## src/design/vsa_pkg.sv

```systemverilog
// ----------------------------------------------------------------------------
// vsa_pkg: shared types and constants of the VLSM subnet allocator
// Sizes of the request store, field widths, status codes, register indexes
// and the sequencer states.
// ----------------------------------------------------------------------------
package vsa_pkg;

	localparam int MAX_REQUESTS = 64;
	localparam int IDX_W = (MAX_REQUESTS > 1) ? $clog2(MAX_REQUESTS) : 1;
	localparam int CNT_W = $clog2(MAX_REQUESTS + 1);

	localparam int HOST_W = 32;
	localparam int ADDR_W = 32;
	localparam int PFX_W  = 6;
	localparam int SUM_W  = 38;

	localparam logic [PFX_W-1:0] PFX_LIMIT     = 6'd30;
	localparam logic [PFX_W-1:0] PFX_FULL      = 6'd32;
	localparam logic [PFX_W-1:0] BASE_PFX_RST  = 6'd24;
	localparam int               NORM_STEPS    = 5;

	// Configuration register indexes.
	localparam logic [0:0] REG_BASE_ADDR = 1'b0;
	localparam logic [0:0] REG_BASE_PFX  = 1'b1;

	typedef enum logic [1:0] {
		STAT_OK         = 2'd0,
		STAT_BAD_PREFIX = 2'd1,
		STAT_NO_FIT     = 2'd2,
		STAT_OVERFLOW   = 2'd3
	} status_t;

	typedef enum logic [2:0] {
		S_IDLE,
		S_CHECK,
		S_READ,
		S_FETCH,
		S_NORM,
		S_EMIT
	} state_t;

endpackage

```

## src/design/vsa_store.sv

```systemverilog
// ----------------------------------------------------------------------------
// vsa_store: request store
// One write port and one registered read port over the stored host counts.
// ----------------------------------------------------------------------------
module vsa_store
	import vsa_pkg::*;
(
	input  logic              clk,
	input  logic              we,
	input  logic [IDX_W-1:0]  waddr,
	input  logic [HOST_W-1:0] wdata,
	input  logic [IDX_W-1:0]  raddr,
	output logic [HOST_W-1:0] rdata
);

	logic [HOST_W-1:0] mem [MAX_REQUESTS];
	logic [HOST_W-1:0] rdata_q;

	always_ff @(posedge clk) begin
		if (we) begin
			mem[waddr] <= wdata;
		end
	end

	always_ff @(posedge clk) begin
		rdata_q <= mem[raddr];
	end

	assign rdata = rdata_q;

endmodule

```

## src/design/vsa_norm.sv

```systemverilog
// ----------------------------------------------------------------------------
// vsa_norm: subnet prefix unit
// Finds the prefix of the smallest block that holds a host count by a
// leading-zero search over hosts + 1, one binary search step per cycle.
// ----------------------------------------------------------------------------
module vsa_norm
	import vsa_pkg::*;
(
	input  logic              clk,
	input  logic              arst_n,
	input  logic              start,
	input  logic [HOST_W-1:0] hosts,
	output logic              done,
	output logic [PFX_W-1:0]  prefix
);

	logic [HOST_W-1:0] y_q;
	logic [4:0]        lz_q;
	logic [2:0]        step_q;
	logic              run_q;
	logic              done_q;
	logic              zero_q;
	logic              top_q;

	logic [HOST_W:0]   inc;
	logic [4:0]        k;
	logic              hi_zero;
	logic [HOST_W-1:0] y_next;
	logic [4:0]        lz_next;

	always_comb begin
		inc     = {1'b0, hosts} + {{HOST_W{1'b0}}, 1'b1};
		k       = 5'd16 >> step_q;
		hi_zero = (y_q & ~({HOST_W{1'b1}} >> k)) == '0;
		y_next  = hi_zero ? (y_q << k) : y_q;
		lz_next = hi_zero ? (lz_q + k) : lz_q;
	end

	always_ff @(posedge clk or negedge arst_n) begin
		if (!arst_n) begin
			run_q  <= 1'b0;
			done_q <= 1'b0;
			step_q <= '0;
		end else begin
			done_q <= 1'b0;
			if (start) begin
				run_q  <= 1'b1;
				step_q <= '0;
			end else if (run_q) begin
				if (step_q == 3'(NORM_STEPS - 1)) begin
					run_q  <= 1'b0;
					done_q <= 1'b1;
				end
				step_q <= step_q + 3'd1;
			end
		end
	end

	always_ff @(posedge clk) begin
		if (start) begin
			y_q    <= inc[HOST_W-1:0];
			top_q  <= inc[HOST_W];
			zero_q <= (hosts == '0);
			lz_q   <= '0;
		end else if (run_q) begin
			y_q  <= y_next;
			lz_q <= lz_next;
		end
	end

	// A zero request and a request that needs the whole address space both
	// map to prefix 0; otherwise the leading-zero count is the prefix, capped.
	always_comb begin
		if (zero_q || top_q) begin
			prefix = '0;
		end else if ({1'b0, lz_q} > PFX_LIMIT) begin
			prefix = PFX_LIMIT;
		end else begin
			prefix = {1'b0, lz_q};
		end
	end

	assign done = done_q;

endmodule

```

## src/design/vlsm_subnet_allocator_core.sv

```systemverilog
// ----------------------------------------------------------------------------
// vlsm_subnet_allocator_core: VLSM subnet allocator
// Collects host counts, checks the set against the base network and lays out
// one subnet per request, back to back from the base address.
// ----------------------------------------------------------------------------
// Channel   Handshake            Payload
// request   start / busy         host_count, last_request
// result    result_valid strobe  subnet_address, subnet_prefix, status, last_result
// config    wr_en                wr_index, wr_data
//
// A request that is not the last is written to the store and leaves the block
// idle. The last request adds a check state, then per subnet a store read,
// prefix unit start, five leading-zero search steps plus done, and the address
// add. An error result is registered in the check state. The store needs no
// clearing after reset. Results are shown for one cycle each; the receiver cannot stall.
// ----------------------------------------------------------------------------
module vlsm_subnet_allocator_core
	import vsa_pkg::*;
(
	input  logic              clk,
	input  logic              arst_n,
	input  logic              start,
	output logic              busy,
	input  logic [HOST_W-1:0] host_count,
	input  logic              last_request,
	input  logic              wr_en,
	input  logic [0:0]        wr_index,
	input  logic [ADDR_W-1:0] wr_data,
	output logic              result_valid,
	output logic [ADDR_W-1:0] subnet_address,
	output logic [PFX_W-1:0]  subnet_prefix,
	output logic [1:0]        status,
	output logic              last_result
);

	state_t state_q, state_d;

	logic [ADDR_W-1:0] base_addr_q;
	logic [PFX_W-1:0]  base_pfx_q;
	logic [CNT_W-1:0]  count_q;
	logic [SUM_W-1:0]  sum_q;
	logic              ovf_q;
	logic [IDX_W-1:0]  emit_idx_q;
	logic [ADDR_W-1:0] run_addr_q;
	logic [PFX_W-1:0]  prev_pfx_q;

	logic              res_valid_q;
	logic [ADDR_W-1:0] res_addr_q;
	logic [PFX_W-1:0]  res_pfx_q;
	status_t           res_status_q;
	logic              res_last_q;

	logic              accept;
	logic              has_room;
	logic [SUM_W:0]    sum_wide;
	logic [SUM_W-1:0]  cap;
	logic              bad_pfx;
	logic              no_fit;
	logic [ADDR_W:0]   blk;
	logic [ADDR_W:0]   next_addr;
	logic [ADDR_W-1:0] emit_addr;
	logic              emit_last;
	logic [HOST_W-1:0] rd_hosts;
	logic              norm_start;
	logic              norm_done;
	logic [PFX_W-1:0]  norm_pfx;

	vsa_store u_store (
		.clk   (clk),
		.we    (accept && has_room),
		.waddr (count_q[IDX_W-1:0]),
		.wdata (host_count),
		.raddr (emit_idx_q),
		.rdata (rd_hosts)
	);

	vsa_norm u_norm (
		.clk    (clk),
		.arst_n (arst_n),
		.start  (norm_start),
		.hosts  (rd_hosts),
		.done   (norm_done),
		.prefix (norm_pfx)
	);

	always_comb begin
		accept     = start && (state_q == S_IDLE);
		has_room   = count_q < CNT_W'(MAX_REQUESTS);
		sum_wide   = {1'b0, sum_q} + (SUM_W + 1)'(host_count);
		cap        = (SUM_W'(1) << (PFX_FULL - base_pfx_q)) - SUM_W'(2);
		bad_pfx    = (base_pfx_q == '0) || (base_pfx_q > PFX_LIMIT);
		no_fit     = (sum_q == '0) || (sum_q > cap);
		blk        = (ADDR_W + 1)'(1) << (PFX_FULL - prev_pfx_q);
		next_addr  = {1'b0, run_addr_q} + blk;
		emit_last  = (CNT_W'(emit_idx_q) + CNT_W'(1)) == count_q;
		norm_start = (state_q == S_FETCH);
		// The first subnet starts at the base; later ones step by the previous
		// block unless the step would run past the top of the address space.
		if (emit_idx_q == '0) begin
			emit_addr = base_addr_q;
		end else if (next_addr[ADDR_W]) begin
			emit_addr = run_addr_q;
		end else begin
			emit_addr = next_addr[ADDR_W-1:0];
		end
	end

	always_comb begin
		state_d = state_q;
		case (state_q)
			S_IDLE: begin
				if (accept && last_request) begin
					state_d = S_CHECK;
				end
			end
			S_CHECK: begin
				if (bad_pfx || ovf_q || no_fit) begin
					state_d = S_IDLE;
				end else begin
					state_d = S_READ;
				end
			end
			S_READ:  state_d = S_FETCH;
			S_FETCH: state_d = S_NORM;
			S_NORM: begin
				if (norm_done) begin
					state_d = S_EMIT;
				end
			end
			S_EMIT: begin
				state_d = emit_last ? S_IDLE : S_READ;
			end
			default: state_d = S_IDLE;
		endcase
	end

	always_ff @(posedge clk or negedge arst_n) begin
		if (!arst_n) begin
			state_q <= S_IDLE;
		end else begin
			state_q <= state_d;
		end
	end

	always_ff @(posedge clk or negedge arst_n) begin
		if (!arst_n) begin
			base_addr_q <= '0;
			base_pfx_q  <= BASE_PFX_RST;
		end else if (wr_en) begin
			case (wr_index)
				REG_BASE_ADDR: base_addr_q <= wr_data;
				REG_BASE_PFX:  base_pfx_q  <= wr_data[PFX_W-1:0];
				default: ;
			endcase
		end
	end

	always_ff @(posedge clk or negedge arst_n) begin
		if (!arst_n) begin
			count_q     <= '0;
			sum_q       <= '0;
			ovf_q       <= 1'b0;
			emit_idx_q  <= '0;
			run_addr_q  <= '0;
			prev_pfx_q  <= '0;
			res_valid_q <= 1'b0;
		end else begin
			res_valid_q <= 1'b0;
			case (state_q)
				S_IDLE: begin
					if (accept) begin
						if (has_room) begin
							count_q <= count_q + CNT_W'(1);
						end else begin
							ovf_q <= 1'b1;
						end
						sum_q <= sum_wide[SUM_W] ? {SUM_W{1'b1}} : sum_wide[SUM_W-1:0];
					end
				end
				S_CHECK: begin
					emit_idx_q <= '0;
					if (bad_pfx || ovf_q || no_fit) begin
						res_valid_q <= 1'b1;
						count_q     <= '0;
						sum_q       <= '0;
						ovf_q       <= 1'b0;
					end
				end
				S_EMIT: begin
					res_valid_q <= 1'b1;
					run_addr_q  <= emit_addr;
					prev_pfx_q  <= norm_pfx;
					if (emit_last) begin
						count_q <= '0;
						sum_q   <= '0;
						ovf_q   <= 1'b0;
					end else begin
						emit_idx_q <= emit_idx_q + IDX_W'(1);
					end
				end
				default: ;
			endcase
		end
	end

	always_ff @(posedge clk) begin
		if (state_q == S_CHECK) begin
			res_addr_q <= '0;
			res_pfx_q  <= '0;
			res_last_q <= 1'b1;
			if (bad_pfx) begin
				res_status_q <= STAT_BAD_PREFIX;
			end else if (ovf_q) begin
				res_status_q <= STAT_OVERFLOW;
			end else begin
				res_status_q <= STAT_NO_FIT;
			end
		end else if (state_q == S_EMIT) begin
			res_addr_q   <= emit_addr;
			res_pfx_q    <= norm_pfx;
			res_status_q <= STAT_OK;
			res_last_q   <= emit_last;
		end
	end

	assign busy           = (state_q != S_IDLE);
	assign result_valid   = res_valid_q;
	assign subnet_address = res_addr_q;
	assign subnet_prefix  = res_pfx_q;
	assign status         = res_status_q;
	assign last_result    = res_last_q;

	// An error result always closes the run and carries no subnet.
	a_err_shape: assert property (@(posedge clk) disable iff (!arst_n)
		result_valid && (status != STAT_OK) |->
			(subnet_address == '0) && (subnet_prefix == '0) && last_result)
		else $error("error result with subnet data or without last mark");

	// The emit walk never reads past the stored requests.
	a_emit_range: assert property (@(posedge clk) disable iff (!arst_n)
		(state_q == S_EMIT) |-> (CNT_W'(emit_idx_q) < count_q))
		else $error("emit index beyond request count");

	// A completed subnet never has a prefix above that of the smallest block.
	a_pfx_range: assert property (@(posedge clk) disable iff (!arst_n)
		result_valid && (status == STAT_OK) |-> (subnet_prefix <= PFX_LIMIT))
		else $error("subnet prefix out of range");

	// The prefix unit only finishes while the sequencer waits for it.
	a_norm_done: assert property (@(posedge clk) disable iff (!arst_n)
		norm_done |-> (state_q == S_NORM))
		else $error("prefix unit done outside of wait state");

	// The last result of a run leaves the block ready for the next run.
	a_last_idle: assert property (@(posedge clk) disable iff (!arst_n)
		result_valid && last_result |-> !busy)
		else $error("block still busy after the last result");

endmodule
```

## config.mk

```make
export PLATFORM = sky130hd
export DESIGN_NAME = vlsm_subnet_allocator_core
export DESIGN_NICKNAME = d
export VERILOG_FILES = /design/src/design/vsa_pkg.sv /design/src/design/vsa_store.sv /design/src/design/vsa_norm.sv /design/src/design/vlsm_subnet_allocator_core.sv
export SDC_FILE = /design/constraint.sdc
export NUM_CORES = 2
export LEC_CHECK = 0
export BUFFER_PORTS_ARGS = -buffer_cell sky130_fd_sc_hd__buf_4
export CORE_AREA = 2 2 329 462
export CTS_BUF_LIST = sky130_fd_sc_hd__clkbuf_4
export CTS_CLUSTER_DIAMETER = 60
export DETAILED_ROUTE_END_ITERATION = 7
export DIE_AREA = 0 0 331 464
export HOLD_SLACK_MARGIN = 0.05
export PLACE_DENSITY = 0.89
export SYNTH_ARGS = -nofsm -noshare
export SYNTH_HDL_FRONTEND = slang
export SYNTH_SLANG_ARGS = --single-unit
```

## constraint.sdc

```tcl
create_clock -name clk -period 11.8 [get_ports clk]
set_input_delay 1.18 -clock clk [delete_from_list [all_inputs] [get_ports clk]]
set_output_delay 1.18 -clock clk [all_outputs]
set_load 0.05 [all_outputs]
```

# After elaboration in Yosys (flattened, before gate mapping)
# Memories as Yosys holds them, arrays and structs flattened. A register that Yosys moved wholly into a read port is not among the register bits.
# Cells that the tools add are included.
[op_classes]
add_sub_neg = 11
n_lt_le_gt_ge = 4
n_eq_ne = 15
shifts = 5
muxes = 45
bitwise_logic = 3
n_reduce_logical = 28
[ops]
columns = ["op", "count"]
rows = [
  ["2-to-1 mux 32 bit", 5],
  ["2-to-1 mux 38 bit", 4],
  ["one-hot mux 38 bit (3 select lines)", 1],
  ["zero test 32 bit", 2],
  ["adder 38 x 32 -> 39 bit", 1],
  ["> comparator 38 bit", 1],
  ["zero test 38 bit", 1],
  ["left shift 1 x 6 -> 38 bit, first input constant", 1],
  ["subtractor 38 x 3 -> 38 bit, second input constant", 1],
  ["adder 32 x 1 -> 33 bit, second input constant", 1],
  ["adder 32 x 33 -> 33 bit", 1],
  ["left shift 1 x 6 -> 33 bit, first input constant", 1],
  ["bitwise AND 32 bit", 1],
  ["NOT 32 bit", 1],
  ["left shift 32 x 5 -> 32 bit", 1],
  ["right shift 32 x 5 -> 32 bit, first input constant", 1],
  ["2-to-1 mux 7 bit", 4],
  ["one-hot mux 7 bit (3 select lines)", 1],
  ["one-hot mux 3 bit (6 select lines)", 1],
  ["2-to-1 mux 1 bit", 14],
  ["zero test 6 bit", 2],
  ["2-to-1 mux 3 bit", 4],
  ["!= test 2 bit, second input constant", 6],
  ["one-hot mux 6 bit (2 select lines)", 1],
  ["29 further kinds", 54],
]
[totals]
register_bits = 217
ram_bits = 2048
in_bits = 70
out_inout_bits = 43
n_memories = 1
[memory_table]
columns = ["memory", "depth", "word_bits", "read_ports", "rd_clocked_by_memory_dff", "wr", "line_no", "text"]
rows = [
  ["u_store.mem", 64, 32, 1, 1, 1, "vsa_store.sv:16", "logic [HOST_W-1:0] mem [MAX_REQUESTS];"],
]

# Longest topological paths before layout
[logic_depth]
ltp_word = 8
depth_mapped = 27

# Hierarchy
# From an unflattened synthesis, not the netlist that was laid out.
[unflattened]
cells_unflattened = 5291
area_unflattened_um2 = 95713.0
[modules_own_cells]
columns = ["module", "n_inst", "cells_per_inst", "area_per_inst_um2", "seq_area_each_um2"]
rows = [
  ["vsa_store", 1, 3324, 78515.3, 62139.6],
  ["vlsm_subnet_allocator_core", 1, 1417, 12264.3, 4146.5],
  ["vsa_norm", 1, 550, 4933.5, 1246.2],
]

# Worst setup path before layout
# OpenSTA, ideal clock, no wires.
[synth_timing]
path_kind = "flip-flop to flip-flop"
startpoint = "register base_pfx_q[3]"
endpoint = "register ovf_q"
t_arrival_ps = 4702
path_slack_ps = 7014
stages_incl_launch_ff = 25
synth_period_minus_slack_ps = 4786
path_cell_list = "dfstp_2 > clkbuf_1 > and2_1 > clkbuf_1 > and2_1 > nand3b_1 > ha_1 > o21a_1 > clkbuf_1 > nor2_1 > nand3_1 > a21oi_1 > a21oi_1 > ha_1 > nand4_1 > nor3_1 > nand2_1 > or4_1 > nor3_1 > a21oi_1 > o311ai_1 > buf_2 > buf_1 > o21ai_0 > o21ai_0"
[synth_between]
elab_chain_len = 8
[synth_rtl]
columns = ["element", "line_no", "text"]
rows = [
  ["start: declaration", "vlsm_subnet_allocator_core.sv:39", "logic [PFX_W-1:0] base_pfx_q;"],
  ["start signal: assignment", "vlsm_subnet_allocator_core.sv:152", "REG_BASE_PFX: base_pfx_q <= wr_data[PFX_W-1:0];"],
  ["subtractor 6 bit", "vlsm_subnet_allocator_core.sv:90", "cap = (SUM_W'(1) << (PFX_FULL - base_pfx_q)) - SUM_W'(2);"],
  ["left shift 1 x 6 -> 38 bit", "vlsm_subnet_allocator_core.sv:90", ""],
  ["subtractor 38 x 3 -> 38 bit", "vlsm_subnet_allocator_core.sv:90", ""],
  ["> comparator 38 bit", "vlsm_subnet_allocator_core.sv:92", "no_fit = (sum_q == '0) || (sum_q > cap);"],
  ["logical OR 1 bit", "vlsm_subnet_allocator_core.sv:92", ""],
  ["logical OR 1 bit (*)", "vlsm_subnet_allocator_core.sv:182", "if (bad_pfx || ovf_q || no_fit) begin"],
  ["!= test 2 bit (no source line) (*)", "n/a", ""],
  ["AND reduction 5 bit (no source line) (*)", "n/a", ""],
  ["end signal: assignment", "vlsm_subnet_allocator_core.sv:175", "ovf_q <= 1'b1;"],
  ["end signal: assignment", "vlsm_subnet_allocator_core.sv:186", "ovf_q <= 1'b0;"],
  ["end signal: assignment", "vlsm_subnet_allocator_core.sv:196", "ovf_q <= 1'b0;"],
  ["end: declaration", "vlsm_subnet_allocator_core.sv:42", "logic ovf_q;"],
]
# Every way passes the cells marked *; elsewhere a longest branch is shown, timed or not.
# A chain may end at the register's enable or synchronous reset.

# Worst setup path after layout
[layout_timing]
startpoint = "register base_pfx_q[5]"
endpoint = "register count_q[0]"
[layout_between]
elab_chain_len = 8
[layout_rtl]
columns = ["element", "line_no", "text"]
rows = [
  ["subtractor 6 bit", "vlsm_subnet_allocator_core.sv:90", ""],
  ["left shift 1 x 6 -> 38 bit", "vlsm_subnet_allocator_core.sv:90", ""],
  ["subtractor 38 x 3 -> 38 bit", "vlsm_subnet_allocator_core.sv:90", ""],
  ["> comparator 38 bit", "vlsm_subnet_allocator_core.sv:92", ""],
  ["logical OR 1 bit", "vlsm_subnet_allocator_core.sv:92", ""],
  ["logical OR 1 bit (*)", "vlsm_subnet_allocator_core.sv:182", ""],
  ["!= test 2 bit (no source line) (*)", "n/a", ""],
  ["AND reduction 5 bit (no source line) (*)", "n/a", ""],
  ["end signal: assignment", "vlsm_subnet_allocator_core.sv:173", "count_q <= count_q + CNT_W'(1);"],
  ["end: declaration", "vlsm_subnet_allocator_core.sv:40", "logic [CNT_W-1:0] count_q;"],
]
# Marks and branches as above.

==> impl_results.md <==
- Longest Clk Path Bufs: 4
- Setup Viol. Count Final: 0
- Syn Area/Cell: around 19 um^2
- Tcrit/Tclk final: around 53%
- Failing checks: DRC
- Fin util: a little over 70%
- Share of the synthesized area in the top cell type: 65.8%
- Detailed-route DRC error count: 2
- GRT overflow: 0
- Hold Crit Class: in2reg
- Arr. time, crit path: approximately 7600 ps
- FF/Latch Area: between 60000 and 70000 um^2
- Via/cell ratio: between 7 and 8
- Post-synth EDFFs: ~2.1k
- Outcome: complete, but fails checks
- Layout filler cell count: ~8.3k
- HPWL after DPL: around 160000 um
- H-tree depth: 5
- R2R setup slack: 5510 ps
- Final Total Pwr: ~22000 uW
- RSZ-0062 raised after global routing: false
- Initial Utilization: 63.7%
- Final hold vios: 0
- FF+latch count, synth: about 2.3k
- Total number of vias: approximately 57k
- Die Y-Extent: around 460 um
- Fmax achieved: ~0.16 GHz
- Pre-Repair DR Iteration Count: 8
- Warnings from Yosys: 0
- Startpoint Class: flip-flop
- Final Skew: ~150 ps
- Fin. max-slew vios: 0
- Cell taking the most area after synthesis: edfxtp_1
- Synth Flop Type: edfxtp_1
- Iter 0 DRT Violations: between 9k and 10k
- Setup TNS: 0 ps
- Post-synthesis instance total: around 5.0k
- Crit path max fanout: 40
- Synth unique cells: 83
- Post-DR wirelength/cell: approximately 36 um
- Power per cell area: between 200 and 250 nW/um^2
- Fin nets: ~5.7k
- CTS tree: done
- Clock slew at reported path FFs: 80 ps
- Placed Instance Area: 98700 um^2
- Sequential cell area fraction in the yosys report: 70.9%
- First-pass GRT wire length: about 400000 um
- Worst skew pair latency: approximately 1500 ps
- CTS Buf Count: between 400 and 500
- Post-Syn Area: 95100 um^2
- Max_cap viols: 0
- Top-count cell post-synth: edfxtp_1
- Worst slew pin tran: about 1300 ps
- Min cycle time layout: 6290 ps
- Die Area: about 150000 um^2
- CP endpoint kind: flip-flop
- Antenna Nets Post-Route: 0
- Number of global-route vias before repair: a little under 60k
- Share of layout cells above drive strength 1: between 30% and 40%
- Port Buf Inserts: between 100 and 150
- Initial antenna violation count: 26
- Leading post-synthesis cells by cell area: edfxtp_1 (66%), mux4_2 (16%), dfrtp_1 (3.5%), dfxtp_1 (1.6%), ha_1 (1.5%)
- Most frequent cells after synthesis: edfxtp_1 (2084), mux4_2 (674), nor2_1 (232)
- WS Path Type: reg2reg
- Max transition margin: between 10% and 20%
- Worst vdd ir: 134 uV
- Post-route cell area: between 100000 and 150000 um^2
- Area of the multi-input gates: 26900 um^2
- Largest net degree at the start of global routing: 171
- Row Count: ~170
- CP required: 13120 ps
- LEAKAGE: 0.0348 uW
- Syn-to-layout area delta: 10.5%
- Core Box Area: about 150000 um^2
- Die X: between 300 and 400 um
- Ports: 113
- FFs w/ async S/R, synth: under 10%
- Root Buffer: clkbuf_4
- TritonCTS Sinks: between 2k and 2.5k
- GP Congestion: between 0.9 and 1
- All-Layer GR Usage: a little under two fifths
- Final wirelength: ~280000 um
==> critical path, stage by stage, from the launching register on <==
cell and delay (ps):
dfrtp_1 710, inv_1 220, nand2_1 280, inv_1 160
and2_1 240, nand3b_1 100, ha_1 540, o21ai_1 380
nor2_1 230, a31oi_1 60, o22ai_1 160, a21oi_1 110
ha_1 310, nand4_1 120, nor3_1 490, nand2_1 100
or4_1 510, nor3_1 200, a21oi_1 100, o311ai_4 130
buf_4 490, a21oi_1 260, a21oi_1 280
==> logic make-up after synthesis <==
kind of cell	count (synthesis)	share of synthesized area [%]
fa+ha+maj	121	1.61
buf+inv	335	1.34
other cells	1	0.00394
compound gates	646	4.43
flops	2295	70.9
simple gates	716	3.54
mux	802	17.4
xor+xnor	83	0.764
==> cell type report <==
cell class	count	share of cell area (%)
antenna	14	0.0333
clock buffer	691	4.94
clock inverter	184	0.756
inverter	55	0.204
multi-input combinational	2370	25.6
sequential	2295	64.2
tap	1955	2.33
timing repair buffer	255	1.92
==> where the power goes <==
part           internal (uW)  switching, uW  total, uW
registers               9360            590       9950
clock network           2750           3100       5850
logic                   2360           3360       5710
total                  14500           7050      21500
==> cell usage in the layout (no fill, tap or decap), drive strengths merged, types with 14 or more instances in the layout <==
cell type,count
ha,117
mux4,674
o21a,21
or3,16
dfrtp,134
nand3,70
nor2,232
edfxtp,2084
nand4,37
a22o,38
a21o,68
inv,62
buf,219
a211oi,37
o21ai,167
xnor2,46
or2,19
dfxtp,75
o211ai,14
a31o,20
nand2,180
a31oi,19
and3,18
clkinv,174
a21oi,140
diode,14
a21boi,14
xor2,37
dlygate4sd3,36
o22ai,30
mux2,40
nor3,41
clkbuf,691
nor4,23
nand2b,26
mux2i,88
==> layer usage <==
| metal | vias to the layer above | track usage, % | part of all wire, % |
|---|---|---|---|
| met4 | 26 | 27.1 | 8.9 |
| met3 | 1577 | 11.3 | 13 |
| met1 | 28085 | 43.2 | 29 |
| li1 | 21918 | - | - |
| met2 | 5790 | 59.4 | 49 |
| met5 | - | 0.416 | 0.092 |
==> final timing paths <==
path / startpoint / to / cells after the start
setup / recovery: base_pfx_q[5]$_DFFE_PN0P_ / count_q[0]$_DFFE_PN0P_ / 22
hold reg to reg: subnet_prefix[0]$_SDFFE_PP0P_ / subnet_prefix[0]$_SDFFE_PP0P_ / 2
hold / removal: last_request / state_q[0]$_DFFE_PN0P_ / 4
min in group asynchronous: arst_n / base_pfx_q[2]$_DFFE_PN0P_ / 2
max in group asynchronous: arst_n / emit_idx_q[3]$_DFFE_PN0P_ / 3
setup reg to reg: base_pfx_q[5]$_DFFE_PN0P_ / count_q[0]$_DFFE_PN0P_ / 22
==> sequential cells by signal, summed over array words and instances (netlist names), 2 cells and up <==
name and flops:
u_store.mem 2048, sum_q 38, base_addr_q 32, run_addr_q 32
subnet_address 32, u_norm.y_q 32, u_store.rdata 32, count_q 7
base_pfx_q 6, emit_idx_q 6, prev_pfx_q 5, subnet_prefix 5
u_norm.lz_q 5, state_q 3, u_norm.step_q 3, status 2
==> repair_timing <==
item                                   in CTS  in global routing
setup buffers                               0                  0
gates resized for setup                     0                  0
hold buffers                               36                  0
endpoints found under the hold margin     137                  0
==> stage by stage <==
stage	worst slack [ps]	std cells	hold slack [ps]
3_3_place_gp	5780	6894	437
3_5_place_dp	5690	6894	444
5_1_grt	5010	7815	161
6_report	5510	7819	191
2_1_floorplan	7010	5000	462
4_1_cts	5650	7805	141
Power figures use the tool's default switching activity.
